[config.mk]
export PLATFORM = sky130hd
export DESIGN_NAME = counting_sort_engine
export DESIGN_NICKNAME = d
export VERILOG_FILES = /design/src/csort_pkg.sv /design/src/counting_sort_engine.sv /design/src/csort_cell.sv /design/src/csort_ctrl.sv
export SDC_FILE = /design/constraint.sdc
export NUM_CORES = 2
export LEC_CHECK = 0
export ABC_AREA = 1
export BUFFER_PORTS_ARGS = -buffer_cell sky130_fd_sc_hd__buf_2
export CAP_MARGIN = 0
export CELL_PAD_IN_SITES_DETAIL_PLACEMENT = 1
export CELL_PAD_IN_SITES_GLOBAL_PLACEMENT = 2
export CORE_MARGIN = 5
export CORE_UTILIZATION = 41
export CTS_CLUSTER_SIZE = 14
export DETAILED_ROUTE_END_ITERATION = 12
export PLACE_DENSITY = 0.93
export SLEW_MARGIN = 20
export SYNTH_ARGS = -nofsm -noshare
export SYNTH_HDL_FRONTEND = slang
export SYNTH_HIERARCHICAL = 1
export SYNTH_SLANG_ARGS = --single-unit
[constraint.sdc]
create_clock -name clk -period 12.3 [get_ports clk]
set_input_delay 1.845 -clock clk [delete_from_list [all_inputs] [get_ports clk]]
set_output_delay 1.845 -clock clk [all_outputs]
set_load 0.005 [all_outputs]
[src/csort_pkg.sv]
// Shared types and constants for the counting sort engine.
// Depends on nothing; every other file in src imports it.
package csort_pkg;

  localparam int MAX_ITEMS = 64;                      // capacity of one batch
  localparam int KEY_BITS  = 8;                       // bits of a key that are sorted
  localparam int KEY_W     = 8;                       // width of the key ports
  localparam int CNT_W     = $clog2(MAX_ITEMS + 1);   // holds 0 .. MAX_ITEMS

  typedef logic [KEY_BITS-1:0] key_t;
  typedef logic [CNT_W-1:0]    cnt_t;

  // Contents of one cell of the sorting chain
  typedef struct packed {
    logic valid;
    key_t key;
  } cell_t;

  // Command broadcast from the controller to every cell
  typedef struct packed {
    logic ins;     // insert key into its sorted place
    logic shift;   // move every entry one cell towards the head
    key_t key;
  } chain_cmd_t;

  // Status for the result register
  typedef struct packed {
    logic valid;
    logic last;
    logic ovf;
  } out_stat_t;

  typedef enum logic {
    ST_LOAD,
    ST_DRAIN
  } csort_state_t;

endpackage

[src/counting_sort_engine.sv]
// Counting sort engine: batch sort of unsigned keys.
// Keys enter on the in_ ports, one beat per cycle, taken when start is high and
// busy is low. in_batch_end marks the final key of a batch. Each key drops into
// its sorted place in a chain of MAX_ITEMS cells in the cycle it is taken.
// Up to MAX_ITEMS keys are kept per batch; later ones are dropped and the
// batch's results then carry out_overflowed.
// After the batch_end beat, busy rises and the sorted keys leave the head of
// the chain, one per cycle in ascending order, each on the out_ ports for one
// cycle marked by out_valid. The first result appears once the state register
// has entered drain and the output register has taken the chain head;
// out_run_end marks the last one. busy falls at the end of the last drain
// cycle, so loading of the next batch overlaps the final result. A batch is
// loaded in full before its drain begins; the drain runs at one key per cycle,
// set by the single-entry shift towards the chain head.
// Reset (rst_n low, synchronous) empties the chain and clears the count and
// overflow flag. The receiver cannot stall: every result beat is final.
// Depends on csort_pkg, csort_ctrl and csort_cell.
module counting_sort_engine
  import csort_pkg::*;
(
  input  logic             clk,
  input  logic             rst_n,
  input  logic             start,
  output logic             busy,
  input  logic [KEY_W-1:0] in_key_value,
  input  logic             in_batch_end,
  output logic             out_valid,
  output logic [KEY_W-1:0] out_sorted_key,
  output logic             out_run_end,
  output logic             out_overflowed
);

  chain_cmd_t cmd;
  out_stat_t  stat;
  cell_t      cells [MAX_ITEMS];
  logic       takes [MAX_ITEMS];

  logic             out_valid_r;
  logic [KEY_W-1:0] out_key_r;
  logic             out_last_r;
  logic             out_ovf_r;

  csort_ctrl u_ctrl (
    .clk          (clk),
    .rst_n        (rst_n),
    .start        (start),
    .in_key_value (in_key_value),
    .in_batch_end (in_batch_end),
    .busy         (busy),
    .cmd          (cmd),
    .stat         (stat)
  );

  for (genvar i = 0; i < MAX_ITEMS; i++) begin : g_cell
    cell_t left_c, right_c;
    logic  take_prev_c;

    if (i == 0) begin : g_head
      assign left_c      = '0;
      assign take_prev_c = 1'b0;
    end else begin : g_body
      assign left_c      = cells[i-1];
      assign take_prev_c = takes[i-1];
    end

    if (i == MAX_ITEMS - 1) begin : g_tail
      assign right_c = '0;
    end else begin : g_inner
      assign right_c = cells[i+1];
    end

    csort_cell u_cell (
      .clk       (clk),
      .rst_n     (rst_n),
      .cmd       (cmd),
      .left      (left_c),
      .take_prev (take_prev_c),
      .right     (right_c),
      .take      (takes[i]),
      .entry     (cells[i])
    );
  end

  always_ff @(posedge clk) begin
    if (!rst_n) begin
      out_valid_r <= 1'b0;
    end else begin
      out_valid_r <= stat.valid;
    end
  end

  always_ff @(posedge clk) begin
    out_key_r  <= KEY_W'(cells[0].key);
    out_last_r <= stat.last;
    out_ovf_r  <= stat.ovf;
  end

  assign out_valid      = out_valid_r;
  assign out_sorted_key = out_key_r;
  assign out_run_end    = out_last_r;
  assign out_overflowed = out_ovf_r;

  // A result beat only follows a drain cycle
  a_out_after_busy: assert property (@(posedge clk) disable iff (!rst_n)
    out_valid |-> $past(busy))
    else $error("result beat without a drain cycle");

  // While draining, the chain head always holds a key
  a_head_full: assert property (@(posedge clk) disable iff (!rst_n)
    busy |-> cells[0].valid)
    else $error("drain from an empty chain");

  // The chain stays sorted at its head
  a_head_sorted: assert property (@(posedge clk) disable iff (!rst_n)
    (cells[0].valid && cells[1].valid) |-> (cells[0].key <= cells[1].key))
    else $error("chain head out of order");

  // The run ends with a gap before any further result
  a_gap_after_end: assert property (@(posedge clk) disable iff (!rst_n)
    (out_valid && out_run_end) |=> !out_valid)
    else $error("result beat straight after run end");

endmodule

[src/csort_cell.sv]
// One cell of the insertion chain: holds a single key, kept in ascending order.
// Depends on csort_pkg.
module csort_cell
  import csort_pkg::*;
(
  input  logic       clk,
  input  logic       rst_n,
  input  chain_cmd_t cmd,
  input  cell_t      left,       // neighbour towards the head
  input  logic       take_prev,  // neighbour towards the head is taking the new key
  input  cell_t      right,      // neighbour towards the tail
  output logic       take,
  output cell_t      entry
);

  logic valid_r, valid_nxt;
  key_t key_r, key_nxt;

  // An empty cell counts as larger than any key; the strict compare keeps equal keys in arrival order
  assign take = !valid_r || (key_r > cmd.key);

  always_comb begin
    valid_nxt = valid_r;
    key_nxt   = key_r;
    priority if (cmd.ins && take) begin
      if (take_prev) begin
        valid_nxt = left.valid;
        key_nxt   = left.key;
      end else begin
        valid_nxt = 1'b1;
        key_nxt   = cmd.key;
      end
    end else if (cmd.shift) begin
      valid_nxt = right.valid;
      key_nxt   = right.key;
    end else begin
      valid_nxt = valid_r;
      key_nxt   = key_r;
    end
  end

  always_ff @(posedge clk) begin
    if (!rst_n) begin
      valid_r <= 1'b0;
    end else begin
      valid_r <= valid_nxt;
    end
  end

  always_ff @(posedge clk) begin
    key_r <= key_nxt;
  end

  assign entry.valid = valid_r;
  assign entry.key   = key_r;

endmodule

[src/csort_ctrl.sv]
// Batch controller: counts loaded keys, tracks overflow and sequences the drain.
// Depends on csort_pkg.
module csort_ctrl
  import csort_pkg::*;
(
  input  logic       clk,
  input  logic       rst_n,
  input  logic       start,
  input  logic [KEY_W-1:0] in_key_value,
  input  logic       in_batch_end,
  output logic       busy,
  output chain_cmd_t cmd,
  output out_stat_t  stat
);

  csort_state_t state_r, state_nxt;
  cnt_t         cnt_r, cnt_nxt;
  logic         ovf_r, ovf_nxt;
  logic         accept;
  logic         full;

  assign full   = (cnt_r == cnt_t'(MAX_ITEMS));
  assign accept = start && (state_r == ST_LOAD);

  // Next state
  always_comb begin
    state_nxt = state_r;
    unique case (state_r)
      ST_LOAD:  if (accept && in_batch_end) state_nxt = ST_DRAIN;
      ST_DRAIN: if (cnt_r == cnt_t'(1))     state_nxt = ST_LOAD;
      default:  state_nxt = ST_LOAD;
    endcase
  end

  // Outputs and datapath counters
  always_comb begin
    cnt_nxt   = cnt_r;
    ovf_nxt   = ovf_r;
    busy      = 1'b0;
    cmd.ins   = 1'b0;
    cmd.shift = 1'b0;
    cmd.key   = key_t'(in_key_value);
    stat      = '0;
    unique case (state_r)
      ST_LOAD: begin
        if (accept) begin
          if (full) begin
            ovf_nxt = 1'b1;   // beat dropped, batch_end still honoured
          end else begin
            cmd.ins = 1'b1;
            cnt_nxt = cnt_r + cnt_t'(1);
          end
        end
      end
      ST_DRAIN: begin
        busy       = 1'b1;
        cmd.shift  = 1'b1;
        stat.valid = 1'b1;
        stat.last  = (cnt_r == cnt_t'(1));
        stat.ovf   = ovf_r;
        cnt_nxt    = cnt_r - cnt_t'(1);
        if (cnt_r == cnt_t'(1)) begin
          ovf_nxt = 1'b0;
        end
      end
      default: ;
    endcase
  end

  always_ff @(posedge clk) begin
    if (!rst_n) begin
      state_r <= ST_LOAD;
      cnt_r   <= '0;
      ovf_r   <= 1'b0;
    end else begin
      state_r <= state_nxt;
      cnt_r   <= cnt_nxt;
      ovf_r   <= ovf_nxt;
    end
  end

endmodule

==> flow_summary.json <==
{
  "drcViolationCount": 0,
  "startpoint": "start",
  "numCtsBuffers": 78,
  "synth-main-ff-cell": "edfxtp_1",
  "worst_path_max_delay_cell": "buf_4",
  "viasPerCell": 5.03,
  "diodes": 0,
  "layout-drive-gt1-share": 0.0623,
  "clk_latency_ns": 0.65,
  "syn2layout_area_growth_pct": 6.92,
  "post_cts_resized": 0,
  "fin_tns_setup_ns": 0,
  "worstHoldStart": "g_cell[0].u_cell/key_r[5]",
  "worstSetupEndpoint": "g_cell[4].u_cell/key_r[6]",
  "grt_pass1_vias": 43600,
  "numClockSinks": 596,
  "setup_ws_ns": 7.58,
  "p_leak_nw": 28.0,
  "crit_chain": "buf_2 > inv_1 > nor2_1 > nand2_1 > inv_8 > buf_4 > buf_4 > nand2_4 > nand2_1",
  "drt_iter0_markers": 2137,
  "fin_area_mm2": 0.0509,
  "hold_class": "register to register",
  "cp_num_buf_inv": 5,
  "clkTransAtPathRegs_ns": 0.06,
  "rrSetupSlack_ns": 8.13,
  "fmax_mhz": 212,
  "numPortBuffers": 23,
  "mostFrequentLayoutCell": "nand2_1",
  "cp-start-kind": "input pin",
  "place.gp.congestion": 0.804,
  "placed_cell_area_mm2": 0.0483,
  "synth_cell_types": 25,
  "outcome": "finished clean",
  "coreArea_mm2": 0.116,
  "reg2reg_from": "u_ctrl/cnt_r[0]",
  "cts_root_buf": "clkbuf_16",
  "whs_ns": 0.433,
  "synth_cells": 6724,
  "pre_cts_ws_ns": 6.89,
  "hpwl_mm": 99.6,
  "rsz0062_at_grt": "no",
  "wire_per_inst_um": 16.7,
  "power_density_mw_per_mm2": 167,
  "initial_core_util": 0.411,
  "hold_violations": 0,
  "row_count": 125,
  "cts_tree": "built",
  "ys_seq_area_frac": 0.358,
  "multi_input_area_mm2": 0.0254,
  "ys_ff_latch": 596,
  "worstMarginPinSlew_ns": 1.05,
  "period_needed_ns": 4.72,
  "drv_slew": 0,
  "antenna_left": 0,
  "slowest_delay_ns": 0.84,
  "worstPathArrival_ns": 5.03,
  "routed_wl_mm": 138,
  "yosysWarnings": 6,
  "finalNetCount": 7189,
  "grt_pass1_wl_mm": 223,
  "grt.total_usage": 0.221,
  "relSlewSlack": 0.303,
  "clockBufferDepth": 3,
  "cp_max_fo": 61,
  "mostFrequentLayoutCells": "nand2_1 (3101), inv_1 (913), ha_1 (516)",
  "ctsHoldBuffers": 0,
  "critPathRequiredTime_ns": 12.61,
  "vias": 41500,
  "synth_edf_count": 512,
  "htreeDepth": 3,
  "cap_violations": 0,
  "fin_crit_sh": 0.384,
  "ir_worst_vdd_mv": 0.102,
  "cts_setup_buffers": 0,
  "ios": 24,
  "syn_area_mm2": 0.0476,
  "fillCellCount": 14900,
  "setup_viol": 0,
  "firstDrtPassIters": 6,
  "skew_ns": 0.0294,
  "endpoint_kind": "register",
  "die_h_um": 351,
  "antenna_found_initial": 0,
  "synthArstFlopShare": 0,
  "criticalPathCategory": "input pin to register",
  "reg2reg_to": "g_cell[4].u_cell/key_r[6]",
  "cp.depth": 9,
  "grt_max_degree": 68,
  "grt_overflow_total": 0,
  "register_area_mm2": 0.0171,
  "die_w_um": 351,
  "path_delay_family": "buffers and inverters",
  "r2r_cells": 11,
  "die_area_mm2": 0.123,
  "syn_avg_cell_area_um2": 7.08
}
cells by family (layout without fill, tap and decap cells):
kind of cell / count (synthesis) / in the layout / share of synthesized area
AND/OR/NAND/NOR: 3712 / 3712 / 0.317
buffers and inverters: 1183 / 1161 / 0.109
AO/OA/AOI/OAI: 715 / 715 / 0.0786
flip-flops: 596 / 596 / 0.358
adder cells (fa/ha/maj): 516 / 516 / 0.136
other: 1 / 25 / 0.0000788
XOR/XNOR: 1 / 1 / 0.000184
cell usage after synthesis (3+ instances only):
library cell / n / area [um2]
nand2_1: 3101 / 11600
inv_1: 914 / 3430
ha_1: 516 / 6460
edfxtp_1: 512 / 15400
o21ai_0: 450 / 2250
nor2_1: 206 / 773
a21oi_1: 197 / 986
nand3_1: 139 / 696
dfxtp_1: 84 / 1680
buf_4: 75 / 563
nor2_2: 67 / 419
nand4_1: 66 / 413
buf_6: 65 / 732
inv_2: 65 / 244
nand2_2: 65 / 407
nand2_4: 65 / 732
a21o_1: 64 / 480
clkbuf_1: 64 / 240
o21ai_1: 3 / 15.0
state kept, by name (all words and copies together), names as in the netlist:
name	cells
out_overflowed	1
g_cell.u_cell/valid_r	64
out_sorted_key	8
g_cell.u_cell/key_r	512
out_valid	1
u_ctrl/cnt_r	7
u_ctrl/state_r	1
out_run_end	1
u_ctrl/ovf_r	1
worst min path at each step:
stage | endpoint | slack (ns) | cells after the start
2_1_floorplan | out_sorted_key[0] | 0.37 | 0
3_3_place_gp | out_sorted_key[4] | 0.42 | 0
3_5_place_dp | out_sorted_key[4] | 0.42 | 0
4_1_cts | out_sorted_key[4] | 0.43 | 0
5_1_grt | out_sorted_key[4] | 0.43 | 0
6_report | out_sorted_key[5] | 0.43 | 0
per-layer routing:
layer | wire length (um) | GRT usage | part of all wire
met1 | 62700 | 0.279 | 0.46
met2 | 68200 | 0.407 | 0.50
met3 | 3800 | 0.0235 | 0.028
met4 | 2900 | 0.0475 | 0.021
met5 | 0 | 0 | 0
power by group:
part / total (W) / switching, W / leakage [nW] / internal (W)
Sequential: 0.00332 / 0.000474 / 5.78 / 0.00284
Combinational: 0.00283 / 0.00186 / 20.9 / 0.000977
Clock: 0.00233 / 0.000945 / 1.27 / 0.00138
Total: 0.00848 / 0.00327 / 28.0 / 0.00520
final cells by class:
cell class / instances / share of cell area
Clock inverter: 23 / 0.00347
Multi-Input combinational cell: 4969 / 0.499
Timing Repair Buffer: 37 / 0.00484
Tap cell: 1524 / 0.0375
Clock buffer: 122 / 0.0471
Inverter: 979 / 0.0724
Sequential cell: 596 / 0.335
stage by stage:
step,power [W],instances,util
6_report,0.00848,8250,0.440
5_1_grt,0.00914,8250,0.440
4_1_cts,0.00857,8250,0.440
3_5_place_dp,0.00619,8105,0.417
3_3_place_gp,0.00604,8105,0.417
2_1_floorplan,0.00538,6748,-
Power figures use the tool's default switching activity.
